File: src/rtl/iafs_pkg.sv
// Package for the index allocator with free stack.
// Widths, capacity, operation and status codes, and the types shared by the
// top level and its divider unit. No dependencies.
package iafs_pkg;

	// Number of indices the allocator can hand out fresh; also the stack depth.
	localparam int CAPACITY = 4096;

	localparam int FUNC_W     = 2;
	localparam int IDX_W      = 13;
	localparam int BLK_W      = 12;
	localparam int OFF_W      = 22;
	localparam int ST_W       = 2;
	localparam int EPB_W      = 13;
	localparam int ESZ_W      = 11;
	localparam int CFG_IDX_W  = 1;
	localparam int CFG_DATA_W = 13;

	localparam int CNT_W  = $clog2(CAPACITY + 1);
	localparam int ADDR_W = $clog2(CAPACITY);

	localparam int DIV_W     = IDX_W;
	localparam int DIV_CNT_W = $clog2(DIV_W + 1);
	localparam int PROD_W    = DIV_W + ESZ_W;

	localparam logic [EPB_W-1:0] EPB_RST = EPB_W'(256);
	localparam logic [ESZ_W-1:0] ESZ_RST = ESZ_W'(16);

	localparam logic [FUNC_W-1:0] FN_ALLOC  = 2'd0;
	localparam logic [FUNC_W-1:0] FN_FREE   = 2'd1;
	localparam logic [FUNC_W-1:0] FN_LOCATE = 2'd2;

	localparam logic [ST_W-1:0] ST_OK       = 2'd0;
	localparam logic [ST_W-1:0] ST_EXHAUST  = 2'd1;
	localparam logic [ST_W-1:0] ST_OVERFLOW = 2'd2;

	localparam logic [CFG_IDX_W-1:0] REG_EPB = 1'b0;
	localparam logic [CFG_IDX_W-1:0] REG_ESZ = 1'b1;

	typedef struct packed {
		logic             start;
		logic [DIV_W-1:0] dividend;
	} div_ctl_t;

	typedef struct packed {
		logic busy;
		logic done;
	} div_sts_t;

endpackage

File: src/rtl/iafs_div.sv
// Iterative restoring divider, one quotient bit per cycle, followed by one
// multiply of the remainder by the element size. Depends on iafs_pkg.
module iafs_div (
	input  logic                              clk,
	input  logic                              arst_n,
	input  iafs_pkg::div_ctl_t                ctl,
	input  logic [iafs_pkg::EPB_W-1:0]        divisor,
	input  logic [iafs_pkg::ESZ_W-1:0]        esz,
	output iafs_pkg::div_sts_t                sts,
	output logic [iafs_pkg::BLK_W-1:0]        quot,
	output logic [iafs_pkg::OFF_W-1:0]        off
);

	logic                               busy_q;
	logic                               done_q;
	logic [iafs_pkg::DIV_CNT_W-1:0]     cnt_q;
	logic [iafs_pkg::DIV_W-1:0]         rem_q;
	logic [iafs_pkg::DIV_W-1:0]         quo_q;
	logic [iafs_pkg::OFF_W-1:0]         off_q;
	logic [iafs_pkg::DIV_W:0]           trial;
	logic [iafs_pkg::DIV_W:0]           diff;
	logic [iafs_pkg::PROD_W-1:0]        prod;

	// A zero divisor never borrows, so the quotient fills with ones and the
	// remainder ends equal to the dividend.
	assign trial = {rem_q, quo_q[iafs_pkg::DIV_W-1]};
	assign diff  = trial - {1'b0, divisor};
	assign prod  = iafs_pkg::PROD_W'(rem_q) * iafs_pkg::PROD_W'(esz);

	always_ff @(posedge clk or negedge arst_n) begin
		if (!arst_n) begin
			busy_q <= 1'b0;
			done_q <= 1'b0;
			cnt_q  <= '0;
		end else begin
			done_q <= 1'b0;
			if (ctl.start) begin
				busy_q <= 1'b1;
				cnt_q  <= iafs_pkg::DIV_CNT_W'(iafs_pkg::DIV_W);
			end else if (busy_q) begin
				if (cnt_q != '0) begin
					cnt_q <= cnt_q - 1'b1;
				end else begin
					busy_q <= 1'b0;
					done_q <= 1'b1;
				end
			end
		end
	end

	always_ff @(posedge clk) begin
		if (ctl.start) begin
			rem_q <= '0;
			quo_q <= ctl.dividend;
		end else if (busy_q) begin
			if (cnt_q != '0) begin
				if (!diff[iafs_pkg::DIV_W]) begin
					rem_q <= diff[iafs_pkg::DIV_W-1:0];
					quo_q <= {quo_q[iafs_pkg::DIV_W-2:0], 1'b1};
				end else begin
					rem_q <= trial[iafs_pkg::DIV_W-1:0];
					quo_q <= {quo_q[iafs_pkg::DIV_W-2:0], 1'b0};
				end
			end else begin
				off_q <= iafs_pkg::OFF_W'(prod);
			end
		end
	end

	assign sts.busy = busy_q;
	assign sts.done = done_q;
	assign quot     = quo_q[iafs_pkg::BLK_W-1:0];
	assign off      = off_q;

endmodule

File: config.mk
export PLATFORM = sky130hd
export DESIGN_NAME = iafs_div
export DESIGN_NICKNAME = d
export VERILOG_FILES = /design/src/rtl/iafs_pkg.sv /design/src/rtl/iafs_div.sv
export SDC_FILE = /design/constraint.sdc
export NUM_CORES = 1
export LEC_CHECK = 0
export ABC_AREA = 1
export ABC_CLOCK_PERIOD_IN_PS = 7150
export BUFFER_PORTS_ARGS = -buffer_cell sky130_fd_sc_hd__buf_2
export CAP_MARGIN = 20
export CORE_MARGIN = 3
export CORE_UTILIZATION = 40
export DETAILED_ROUTE_END_ITERATION = 8
export SLEW_MARGIN = 20
export SYNTH_ARGS = -nofsm -noshare
export SYNTH_HDL_FRONTEND = slang
export SYNTH_SLANG_ARGS = --single-unit
File: constraint.sdc
create_clock -name clk -period 7.15 [get_ports clk]
set_input_delay 0.715 -clock clk [delete_from_list [all_inputs] [get_ports clk]]
set_output_delay 0.715 -clock clk [all_outputs]
set_load 0.01 [all_outputs]
; ---- Word level (Yosys, flattened, before mapping)
; Index checks and enable logic that the tools add are counted.
[word_totals]
ff_bits = 54
out_inout_bits = 36
elab_cells = 31
[classes]
n_addsub = 2
n_mul = 1
mux = 14
bitwise = 2
n_reduce_logical = 6
[ops]
columns = cell, count
row1 = $mux W13, 4
row2 = $mul A13 B11 Y22, 1
row3 = $sub A14 B13 Y14, 1
row4 = $mux W4, 3
row5 = $mux W1, 7
row6 = $reduce_and A2 Y1, 2
row7 = $reduce_bool A2 Y1, 2
row8 = $reduce_bool A4 Y1, 1
row9 = $sub A4 B1 Y4 const B, 1
row10 = $reduce_and A3 Y1, 1
row11 = $not A1 Y1, 2

; ---- Longest topological paths before layout
; Gate-level depths: netlist of the first run.
[depth]
ltp_word = 5
ltp_mapped = 22

; ---- Worst setup path after synthesis of the first run
; OpenSTA, ideal clock, no wires.
[synth_path]
path_type = input to register
startpoint = input esz[2] (netlist bit)
endpoint = register off_q (netlist bit off[18]) (data pin)
t_arrival_ns = 4.717
required_ns = 6.892
setup_slack_ns = 2.175
stages = 19
path_cell_list = clkbuf_1 nand2_1 fa_1 fa_1 fa_1 inv_1 fa_1 inv_1 fa_1 inv_1 ha_1 a21oi_1 o21ai_0 nand2_1 nand3_1 nand2_1 inv_1 o21ai_0 nand2_1
[synth_via]
elab_chain_cells = 1
[synth_lines]
columns = element, line
row1 = "start, declared", iafs_div.sv:8  ; input logic [iafs_pkg::ESZ_W-1:0] esz,
row2 = $mul A13 B11 Y22, iafs_div.sv:28  ; assign prod = iafs_pkg::PROD_W'(rem_q) * iafs_pkg::PROD_W'(esz);
row3 = "named net prod, one bit", iafs_div.sv:22  ; logic [iafs_pkg::PROD_W-1:0] prod;
row4 = "end signal, assigned", iafs_div.sv:65  ; off_q <= iafs_pkg::OFF_W'(prod);
row5 = "end, declared", iafs_div.sv:19  ; logic [iafs_pkg::OFF_W-1:0] off_q;
; The timed path passes the listed nets, and every way through them passes these cells.
; A chain may end at the register's enable or synchronous reset.

; ---- Worst setup path in the final report of the first run
[layout_path]
startpoint = register rem_q[5] (netlist bit)
endpoint = register off_q (netlist bit off[19]) (data pin)
[layout_via]
elab_chain_cells = 1
[layout_lines]
columns = element, line
row1 = "start, declared", iafs_div.sv:17  ; logic [iafs_pkg::DIV_W-1:0] rem_q;
row2 = "start signal, assigned", iafs_div.sv:58  ; rem_q <= diff[iafs_pkg::DIV_W-1:0];
row3 = "start signal, assigned", iafs_div.sv:61  ; rem_q <= trial[iafs_pkg::DIV_W-1:0];
row4 = $mul A13 B11 Y22, iafs_div.sv:28
row5 = "named net prod, one bit", iafs_div.sv:22
; The timed path passes the listed nets, and every way through them passes these cells.

==> impl_metrics.json, run 1 <==
{
  "status": "finished, final reports clean",
  "ys.flop_type": "edfxtp_1",
  "grt_pass1_wl_um": 30500,
  "worstSkewPairLatency_ns": 0.31,
  "synth_common_cells": "nand2_1, inv_1, fa_1, ha_1, nand3_1",
  "ys_types": 35,
  "postCtsSetupRepairBufs": 0,
  "start_util": 0.412,
  "h-tree-depth": 2,
  "grt_max_degree": 23,
  "p_per_area_nw_per_um2": 417,
  "drive_gt1_frac": 0.0987,
  "cts_tree": "yes",
  "layout_min_cycle_time_ns": 5.23,
  "critPathKind": "reg -> reg",
  "path_buf_inv": 3,
  "yosysSeqAreaShare": 0.187,
  "maxCapViolations": 0,
  "synth.cell_area_um2": 7800,
  "post_cts_resized": 0,
  "worstPathRequired_ns": 7.22,
  "yosys_warnings": 0,
  "rows": 50,
  "drc_errors": 0,
  "utilization": 0.446,
  "fin_skew_ns": 0.00836,
  "grt_usage": 0.173,
  "synthesis.nets": 1247,
  "crit_family": "adder cells",
  "rsz0062_at_grt": "no",
  "p_clk_frac": 0.075,
  "crit_top_cell": "fa_1",
  "dr.pass1.iters": 5,
  "num-fill-cells": 2002,
  "synth_top_area_share": 0.251,
  "switching_share": 0.544,
  "crit_path_max_incr_delay_ns": 0.74,
  "synth_area_leaders": "fa_1, nand2_1, edfxtp_1",
  "grt_overflow_total": 0,
  "crit_chain": "nand2_1 -> fa_1 -> fa_1 -> inv_1 -> fa_1 -> fa_1 -> inv_1 -> fa_1 -> inv_1 -> ha_1 -> nand2_1 -> o21ai_0 -> nor2_1 -> o21bai_1 -> nand2_1 -> nand3_1 -> nand2_1",
  "cp-start-kind": "flop",
  "drtIter0Drc": 368,
  "clkTransAtPathRegs_ns": 0.08,
  "finalCritPeriodShare": 0.731,
  "finalWirelength_um": 17500,
  "drv_slew": 0,
  "clock-sinks": 54,
  "r2r_start": "rem_q[5]$_SDFFE_PP0P_",
  "num_io_pins": 76,
  "async_reset_ff_frac": 0.111,
  "die_x_um": 146,
  "grt_pass1_vias": 6296,
  "reg2reg_depth": 17,
  "root_buffer": "clkbuf_16",
  "cp_data_arrival_time_ns": 5.30,
  "syn_inst": 1042,
  "portBuffers": 75,
  "critPathSlowestCell": "dfxtp_1",
  "r2r_end": "off[19]$_DFFE_PP_",
  "clockBufferDepth": 2,
  "vias": 6317,
  "wl_per_cell_um": 13.0,
  "viasPerCell": 4.70,
  "p_leak_nw": 5.00,
  "r2r_slack_ns": 1.92,
  "worst_setup_path_end_kind": "flop",
  "ir_drop_mv": 0.246,
  "max_slew_margin": 0.379,
  "setup_tns_ns": 0,
  "synth.avg_cell_area_um2": 7.49,
  "synth_top_area_cell": "fa_1",
  "diodes": 0,
  "fin_nets": 1288,
  "setup_violations": 0,
  "grt_antenna_before_repair": 0,
  "place_congestion": 0.890,
  "die_h_um": 146,
  "ys_ff_latch": 54,
  "postRouteAntennaNets": 0,
  "worst_slew_pin_slew_ns": 0.928,
  "dieArea_um2": 21200,
  "cp_max_fo": 14,
  "p_int_w": 0.00161,
  "area_delta_synth_final_pct": 8.35,
  "hold_class": "in -> async",
  "final-hold-violation-count": 0,
  "sequentialPowerShare": 0.164,
  "fmax_ghz": 0.191,
  "cts_buffers": 5,
  "hpwl_um": 14200,
  "switchingPower_w": 0.00192,
  "cts_hold_buf": 0,
  "synth_edf_count": 35,
  "yosysMostFrequentCell": "nand2_1",
  "combPwrFrac": 0.760,
  "coreArea_um2": 19000
}
[through the flow]
step                setup slack [ns]  area, um2  power [W]  instances  hold WS [ns]
floorplan                       2.17       7800    0.00267       1042         0.419
global placement                1.76       8300    0.00328       1336         0.485
detailed placement              1.76       8300    0.00328       1336         0.496
CTS                             1.90       8460    0.00358       1344         0.214
global route                    1.62       8460    0.00405       1344         0.219
finish                          1.92       8460    0.00352       1344         0.219
[metal layers]
metal | track usage | share of wire
met1 | 0.245 | 0.47
met4 | 0.0351 | 0.012
met5 | 0 | 0
met3 | 0.0206 | 0.040
met2 | 0.289 | 0.47
[how the worst max path moves through the flow]
stage,depth (start not counted),slack [ns],start,endpoint
finish,17,1.92,rem_q[5]$_SDFFE_PP0P_,off[19]$_DFFE_PP_
global route,17,1.62,rem_q[5]$_SDFFE_PP0P_,off[19]$_DFFE_PP_
CTS,17,1.90,rem_q[4]$_SDFFE_PP0P_,off[19]$_DFFE_PP_
detailed placement,18,1.76,esz[4],off[19]$_DFFE_PP_
global placement,18,1.76,esz[2],off[19]$_DFFE_PP_
floorplan,19,2.17,esz[2],off[18]$_DFFE_PP_
[layout by cell type, fill, tap and decap left out, types with 2 or more instances in the layout]
| master | netlist | layout |
|---|---|---|
| nand2_1 | 327 | 327 |
| inv_1 | 269 | 269 |
| fa_1 | 98 | 98 |
| buf_2 | 2 | 75 |
| ha_1 | 67 | 67 |
| nand3_1 | 51 | 51 |
| edfxtp_1 | 35 | 35 |
| nor2_1 | 24 | 24 |
| a21oi_1 | 22 | 22 |
| xor2_1 | 13 | 13 |
| dfxtp_1 | 13 | 13 |
| nand4_1 | 11 | 11 |
| o21ai_0 | 10 | 10 |
| xnor2_1 | 9 | 9 |
| nand3_2 | 8 | 8 |
| nand2_2 | 7 | 7 |
| nor3_1 | 6 | 6 |
| dfrtp_1 | 6 | 6 |
| clkbuf_16 | 0 | 5 |
| buf_4 | 14 | 4 |
| a21o_1 | 3 | 3 |
| o21bai_1 | 3 | 3 |
| nor2_2 | 3 | 3 |
| nor4_1 | 3 | 2 |
[worst reg2reg max path, cell delays in order (launching register included)]
cell and delay [ns]:
dfxtp_1 0.74, nand2_1 0.20, fa_1 0.54, fa_1 0.39, inv_1 0.08, fa_1 0.44
fa_1 0.55, inv_1 0.05, fa_1 0.53, inv_1 0.04, ha_1 0.34, nand2_1 0.10
o21ai_0 0.31, nor2_1 0.13, o21bai_1 0.25, nand2_1 0.14, nand3_1 0.09, nand2_1 0.06
[registers in the layout, summed over array words and instances (netlist names)]
register  cells
quo_q        13
done_q        1
cnt_q         4
rem_q        13
off          22
busy_q        1
[power by group through the flow]
| stage | sequential, W | combinational, W | clock, W |
|---|---|---|---|
| floorplan | 0.000501 | 0.00217 | 0 |
| global placement | 0.000587 | 0.00270 | 0 |
| detailed placement | 0.000586 | 0.00270 | 0 |
| CTS | 0.000579 | 0.00272 | 0.000277 |
| global route | 0.000588 | 0.00317 | 0.000286 |
| finish | 0.000579 | 0.00268 | 0.000266 |
[cells by family (layout without fill, tap and decap cells)]
| family | after synthesis | after routing | synth area share |
|---|---|---|---|
| AOI/OAI and AO/OA | 45 | 45 | 0.0325 |
| xor gates and xnor gates | 22 | 22 | 0.0247 |
| adders and majority gates | 165 | 165 | 0.359 |
| buffers and inverters | 314 | 356 | 0.160 |
| DFF | 54 | 54 | 0.187 |
| and+or+nand+nor | 442 | 442 | 0.237 |
[area by class of cell]
type | count | area (um2) | share of cell area
multi-input combinational | 674 | 5100 | 0.603
sequential | 54 | 1460 | 0.173
inverter | 269 | 1010 | 0.119
timing repair buffer | 79 | 405 | 0.0479
tap | 260 | 325 | 0.0385
clock buffer | 5 | 125 | 0.0148
clock inverter | 3 | 28.8 | 0.00340
Note: power is estimated with default switching activity, not from simulation.
==> run 2: changes to the inputs <==
Settings changed: ABC_AREA 1 to 0, ABC_CLOCK_PERIOD_IN_PS 7150 to 4680.
Clock period 7.15 ns to 4.68 ns, I/O delays scaled along.
==> run 2 against run 1 <==
Effect of this change:
- the run now ends with setup timing left
- via count shrank 5.9%
- flip-flop and latch count is the same
- synthesized area shrank 2.6%
- register-to-register slack lost 2.1 ns
- clock power grew 68%
- clock skew shrank 0.0047 ns
- synthesized cell count shrank 21%
- design area grew 9.4%
- wire length shrank 3.6%
- largest cell class unchanged
==> impl_metrics.json, run 2 <==
{
  "rows": 49,
  "yosysSeqAreaShare": 0.192,
  "max_slew_margin": 0.323,
  "synth_edf_count": 35,
  "clock-sinks": 54,
  "clockBufferDepth": 2,
  "pre_cts_ws_ns": -0.501,
  "async_reset_ff_frac": 0.111,
  "grt.met2_usage": 0.313,
  "cts_tree": "yes",
  "viasPerCell": 5.04,
  "start_util": 0.415,
  "synthesis.nets": 1023,
  "layout_min_cycle_time_ns": 4.83,
  "maxCapViolations": 0,
  "largest_reg_flops": 22,
  "synth.avg_cell_area_um2": 9.30,
  "grt_usage": 0.175,
  "top_usage_layer": "met2",
  "worst_slew_pin_slew_ns": 1.01,
  "yosysMostFrequentCell": "inv_1",
  "postRouteAntennaNets": 0,
  "place_congestion": 0.857,
  "worstSkewPairLatency_ns": 0.30,
  "fin_nets": 1153,
  "use_met3": 0.0120,
  "vias": 5942,
  "clkTransAtPathRegs_ns": 0.08,
  "final-hold-violation-count": 0,
  "ir_drop_mv": 0.385,
  "worstPathRequired_ns": 4.73,
  "final_common_cell": "inv_1",
  "grt_max_degree": 23,
  "p_per_area_nw_per_um2": 654,
  "drive_gt1_frac": 0.269,
  "violations": "setup timing",
  "setup_violations": 8,
  "synth.cell_area_um2": 7600,
  "ys_ff_latch": 54,
  "drv_slew": 0,
  "wl_per_cell_um": 14.3,
  "p_leak_nw": 4.55,
  "grt_antenna_before_repair": 0,
  "use_met1": 0.233,
  "hpwl_um": 14000,
  "grt_pass1_vias": 6224,
  "yosys_warnings": 0,
  "cp_max_fo": 6,
  "drc_errors": 0,
  "dr.pass1.iters": 5,
  "h-tree-depth": 2,
  "worst_setup_path_end_kind": "flop",
  "hold_class": "in -> reg",
  "synth_top_area_cell": "fa_1",
  "critPathKind": "reg -> reg",
  "num_io_pins": 76,
  "area_delta_synth_final_pct": 21.7,
  "cp-start-kind": "flop",
  "fin_skew_ns": 0.00367,
  "dieArea_um2": 20700,
  "die_h_um": 144,
  "ys_types": 66,
  "grt_pass1_wl_um": 29500,
  "coreArea_um2": 18300,
  "cp_data_arrival_time_ns": 4.88,
  "rsz0062_at_grt": "yes",
  "root_buffer": "clkbuf_16",
  "grt_overflow_total": 0,
  "synth_top_area_share": 0.258,
  "status": "complete, but fails checks",
  "synth_area_leaders": "fa_1, edfxtp_1, ha_1",
  "finalCritPeriodShare": 1.03,
  "finalHoldWorstSlack_ns": 0.469,
  "synth_common_cells": "inv_1, nand2_1, fa_1, and2_1, ha_1",
  "total_power_w": 0.00605,
  "diodes": 0,
  "setup_ws_ns": -0.150,
  "finalWirelength_um": 16900,
  "syn_inst": 818,
  "drtIter0Drc": 277,
  "fmax_ghz": 0.207,
  "ys.flop_type": "edfxtp_1",
  "final_cell_mix": "inv_1, nand2_1, fa_1",
  "die_x_um": 144,
  "portBuffers": 75,
  "cts_buffers": 5
}
run 2: changes by cell type in the layout (fill, tap and decap cells not counted), sizes merged, moves of 13 or more:
cell,previous run,this run
nand3,59,3
and2,1,68
mux2,0,13
o21a,0,13
nand2,334,109
buf,79,171
inv,271,143
run 2: final cells by class:
type | instances | area [um2]
clock inverter | 3 | 47.5
clock buffer | 5 | 125
multi-input combinational | 571 | 5620
timing repair buffer | 174 | 1160
fill | 1741 | 9080
inverter | 142 | 533
tap | 229 | 287
sequential | 54 | 1480
run 2: critical path: stages, from the launching register on:
cell     delay [ns]
dfxtp_4        0.38
and2_4         0.14
fa_1           0.55
inv_2          0.04
fa_1           0.52
inv_1          0.05
fa_1           0.45
fa_1           0.50
inv_1          0.05
fa_1           0.49
inv_2          0.05
ha_4           0.26
and3_4         0.17
o21a_1         0.17
o31ai_4        0.11
a31oi_4        0.24
buf_6          0.14
a31oi_4        0.09
xnor2_2        0.15
run 2: kinds of logic (layout without fill, tap and decap cells):
logic type                 after synthesis  after routing  share of synthesized area
DFF                                     54             54                      0.192
buffers and inverters                  193            324                      0.105
muxes                                   14             14                     0.0206
and+or+nand+nor                        253            253                      0.165
AOI/OAI and AO/OA                      116            116                      0.120
xor gates and xnor gates                23             23                     0.0283
adders and majority gates              165            165                      0.368
run 2: what timing repair did:
action                                  in CTS  in global routing
hold endpoints to repair                     6                  0
gates resized for setup                     21                 20
endpoints found under the setup margin       9                 10
pin swaps                                   11                 12
hold buffers                                 1                  0
buffers inserted                             3                  6
run 2: final timing paths:
kind | from | to | slack, ns | depth (start not counted)
max | rem_q[5]$_SDFFE_PP0P_ | off[17]$_DFFE_PP_ | -0.15 | 18
min | ctl[6] | quo_q[6]$_DFFE_PP_ | 0.47 | 2
max reg2reg | rem_q[5]$_SDFFE_PP0P_ | off[17]$_DFFE_PP_ | -0.15 | 18
min reg2reg | cnt_q[3]$_DFFE_PN0P_ | cnt_q[3]$_DFFE_PN0P_ | 0.55 | 1
max in group asynchronous | arst_n | cnt_q[0]$_DFFE_PN0P_ | 4.02 | 2
min in group asynchronous | arst_n | done_q$_DFF_PN0_ | 0.53 | 2
run 2: through the flow:
step                std cells  utilization  setup TNS (ns)  cell area, um2
floorplan                 818            -         -0.0731            7850
global placement         1160        0.482           -3.13            8830
detailed placement       1160        0.482           -3.72            8830
CTS                      1172        0.498          -0.373            9120
global route             1178        0.505           -2.45            9250
finish                   1178        0.505          -0.577            9250
run 2: power breakdown:
| group | total, W | switching [W] | internal [W] |
|---|---|---|---|
| Clock | 0.000448 | 0.000192 | 0.000256 |
| Sequential | 0.000831 | 0.000111 | 0.000720 |
| Combinational | 0.00477 | 0.00248 | 0.00230 |
run 2: per-layer routing:
metal	up-vias	wire length, um
met5	-	0
met4	0	243
met2	98	8520
met3	13	526
met1	2920	7590
li1	2911	-
==> run 3: changes to the inputs <==
Settings changed: CORE_UTILIZATION 40 to 55, PLACE_DENSITY set to 0.78.
==> run 3 against run 2 <==
Effect of this change:
- the flow still finishes with violations (setup timing)
- hold slack worse by 0.0035 ns
- final cell count down 5.5%
- sequential power up 2.6%
- global-route usage up 6.0 points
- utilization up 17 points
- design area down 1.7%
- clock power down 10%
==> impl_metrics.json, run 3 (same netlist as run 2, synthesis figures left out) <==
{
  "status": "complete, but fails checks",
  "violations": "setup timing",
  "drv_slew": 0,
  "maxCapViolations": 0,
  "vias": 6069,
  "cts_tree": "yes",
  "stdcell_area_um2": 9090,
  "setup_violations": 4,
  "setup_ws_ns": -0.110,
  "layout_min_cycle_time_ns": 4.79,
  "viasPerCell": 5.45,
  "crit_path_max_incr_delay_ns": 0.57,
  "grt_pass1_wl_um": 28800,
  "area_delta_synth_final_pct": 19.6,
  "clock-sinks": 54,
  "dieArea_um2": 15300,
  "postRouteAntennaNets": 0,
  "critPathSlowestCell": "fa_1",
  "final-hold-violation-count": 0,
  "cp_data_arrival_time_ns": 4.91,
  "worst_slew_pin_slew_ns": 0.654,
  "die_h_um": 124,
  "grt_overflow_total": 0,
  "critPathKind": "reg -> reg",
  "fmax_ghz": 0.209,
  "instances_no_fill": 1113,
  "clockBufferDepth": 2,
  "final_cell_mix": "inv_1, nand2_1, fa_1",
  "cp_max_fo": 9,
  "total_power_w": 0.00611,
  "fin_skew_ns": 0.00476,
  "diodes": 0,
  "p_per_area_nw_per_um2": 672,
  "grt_antenna_before_repair": 0,
  "rsz0062_at_grt": "yes",
  "crit_top_cell": "fa_1",
  "finalCritPeriodShare": 1.02,
  "hold_class": "in -> reg",
  "grt_pass1_vias": 6335,
  "drtIter0Drc": 365,
  "fin_nets": 1141,
  "final_common_cell": "inv_1",
  "crit_chain": "buf_4 -> and2_1 -> fa_1 -> ha_1 -> inv_1 -> fa_1 -> fa_1 -> fa_1 -> inv_1 -> ha_4 -> o21a_1 -> o31a_1 -> o31ai_4 -> a31oi_4 -> o2111a_1 -> a2111oi_2",
  "max_slew_margin": 0.564,
  "cp-start-kind": "flop",
  "root_buffer": "clkbuf_16",
  "wl_per_cell_um": 15.2,
  "dpl-instance-area_um2": 8740,
  "path_buf_inv": 3,
  "place_congestion": 0.867,
  "dp.cells": 1101,
  "grt_max_degree": 23,
  "drc_errors": 0,
  "portBuffers": 75,
  "largest_reg_flops": 22,
  "cts_buffers": 5,
  "utilization": 0.678,
  "grt_usage": 0.235,
  "worstPathRequired_ns": 4.80,
  "drive_gt1_frac": 0.263,
  "die_x_um": 124,
  "worst_setup_path_end_kind": "flop",
  "start_util": 0.567,
  "finalWirelength_um": 17000,
  "ir_drop_mv": 0.383,
  "crit_family": "adder cells",
  "dr.pass1.iters": 5,
  "p_leak_nw": 4.46,
  "num_io_pins": 76,
  "hpwl_um": 13500,
  "clkTransAtPathRegs_ns": 0.08,
  "worstSkewPairLatency_ns": 0.30,
  "h-tree-depth": 2,
  "coreArea_um2": 13400,
  "rows": 42
}
-- run 3: changes by cell type in the layout (fill, tap and decap cells not counted), sizes merged --
cell	previous run	this run
clkinv	1	2
buf	171	160
bufinv	1	0
clkbuf	7	6
-- run 3: power breakdown --
| group | leakage, nW | switching (W) | internal, W |
|---|---|---|---|
| clock | 0.0759 | 0.000196 | 0.000205 |
| combinational | 3.86 | 0.00255 | 0.00231 |
| sequential | 0.518 | 0.000126 | 0.000727 |
| total | 4.46 | 0.00287 | 0.00324 |
-- run 3: final cells by class --
| class | count | area (um2) |
|---|---|---|
| Tap cell | 176 | 220 |
| Clock inverter | 3 | 28.8 |
| Fill cell | 1065 | 4310 |
| Sequential cell | 54 | 1500 |
| Clock buffer | 5 | 125 |
| Timing Repair Buffer | 162 | 1070 |
| Multi-Input combinational cell | 571 | 5620 |
| Inverter | 142 | 533 |
-- run 3: worst register-to-register path: stages (launching register included) --
cell and delay, ns:
dfxtp_4 0.39, buf_4 0.15, and2_1 0.15, fa_1 0.48, ha_1 0.15, inv_1 0.06
fa_1 0.57, fa_1 0.46, fa_1 0.55, inv_1 0.06, ha_4 0.23, o21a_1 0.17
o31a_1 0.14, o31ai_4 0.29, a31oi_4 0.17, o2111a_1 0.28, a2111oi_2 0.32
-- run 3: repair_timing --
| item | in CTS | in global routing |
|---|---|---|
| hold endpoints to repair | 6 | 0 |
| gates resized for setup | 24 | 24 |
| pin swaps | 9 | 1 |
| setup endpoints to repair | 9 | 10 |
| buffers inserted | 0 | 3 |
| hold buffers | 1 | 0 |
-- run 3: routing by layer --
| metal | up-vias | GRT usage | part of all wire |
|---|---|---|---|
| met4 | 0 | 0.0609 | 0.020 |
| met2 | 157 | 0.436 | 0.53 |
| li1 | 2886 | - | - |
| met5 | - | 0 | 0 |
| met1 | 3001 | 0.295 | 0.41 |
| met3 | 25 | 0.0213 | 0.036 |
-- run 3: worst paths after layout --
check	startpoint	to	slack, ns	depth (start not counted)
min reg2reg	cnt_q[2]$_DFFE_PN0P_	cnt_q[2]$_DFFE_PN0P_	0.56	1
min in group asynchronous	arst_n	cnt_q[1]$_DFFE_PN0P_	0.52	2
min	ctl[3]	quo_q[3]$_DFFE_PP_	0.47	2
max reg2reg	rem_q[3]$_SDFFE_PP0P_	off[21]$_DFFE_PP_	-0.11	16
max	rem_q[3]$_SDFFE_PP0P_	off[21]$_DFFE_PP_	-0.11	16
max in group asynchronous	arst_n	cnt_q[0]$_DFFE_PN0P_	4.01	2
-- run 3: per-stage QoR --
stage / worst slack (ns) / TNS [ns] / hold WS [ns]
global route: -0.266 / -1.42 / 0.461
global placement: -0.341 / -2.52 / 0.297
finish: -0.110 / -0.286 / 0.465
CTS: -0.0899 / -0.157 / 0.460
detailed placement: -0.522 / -3.64 / 0.305
floorplan: -0.0548 / -0.0731 / 0.172
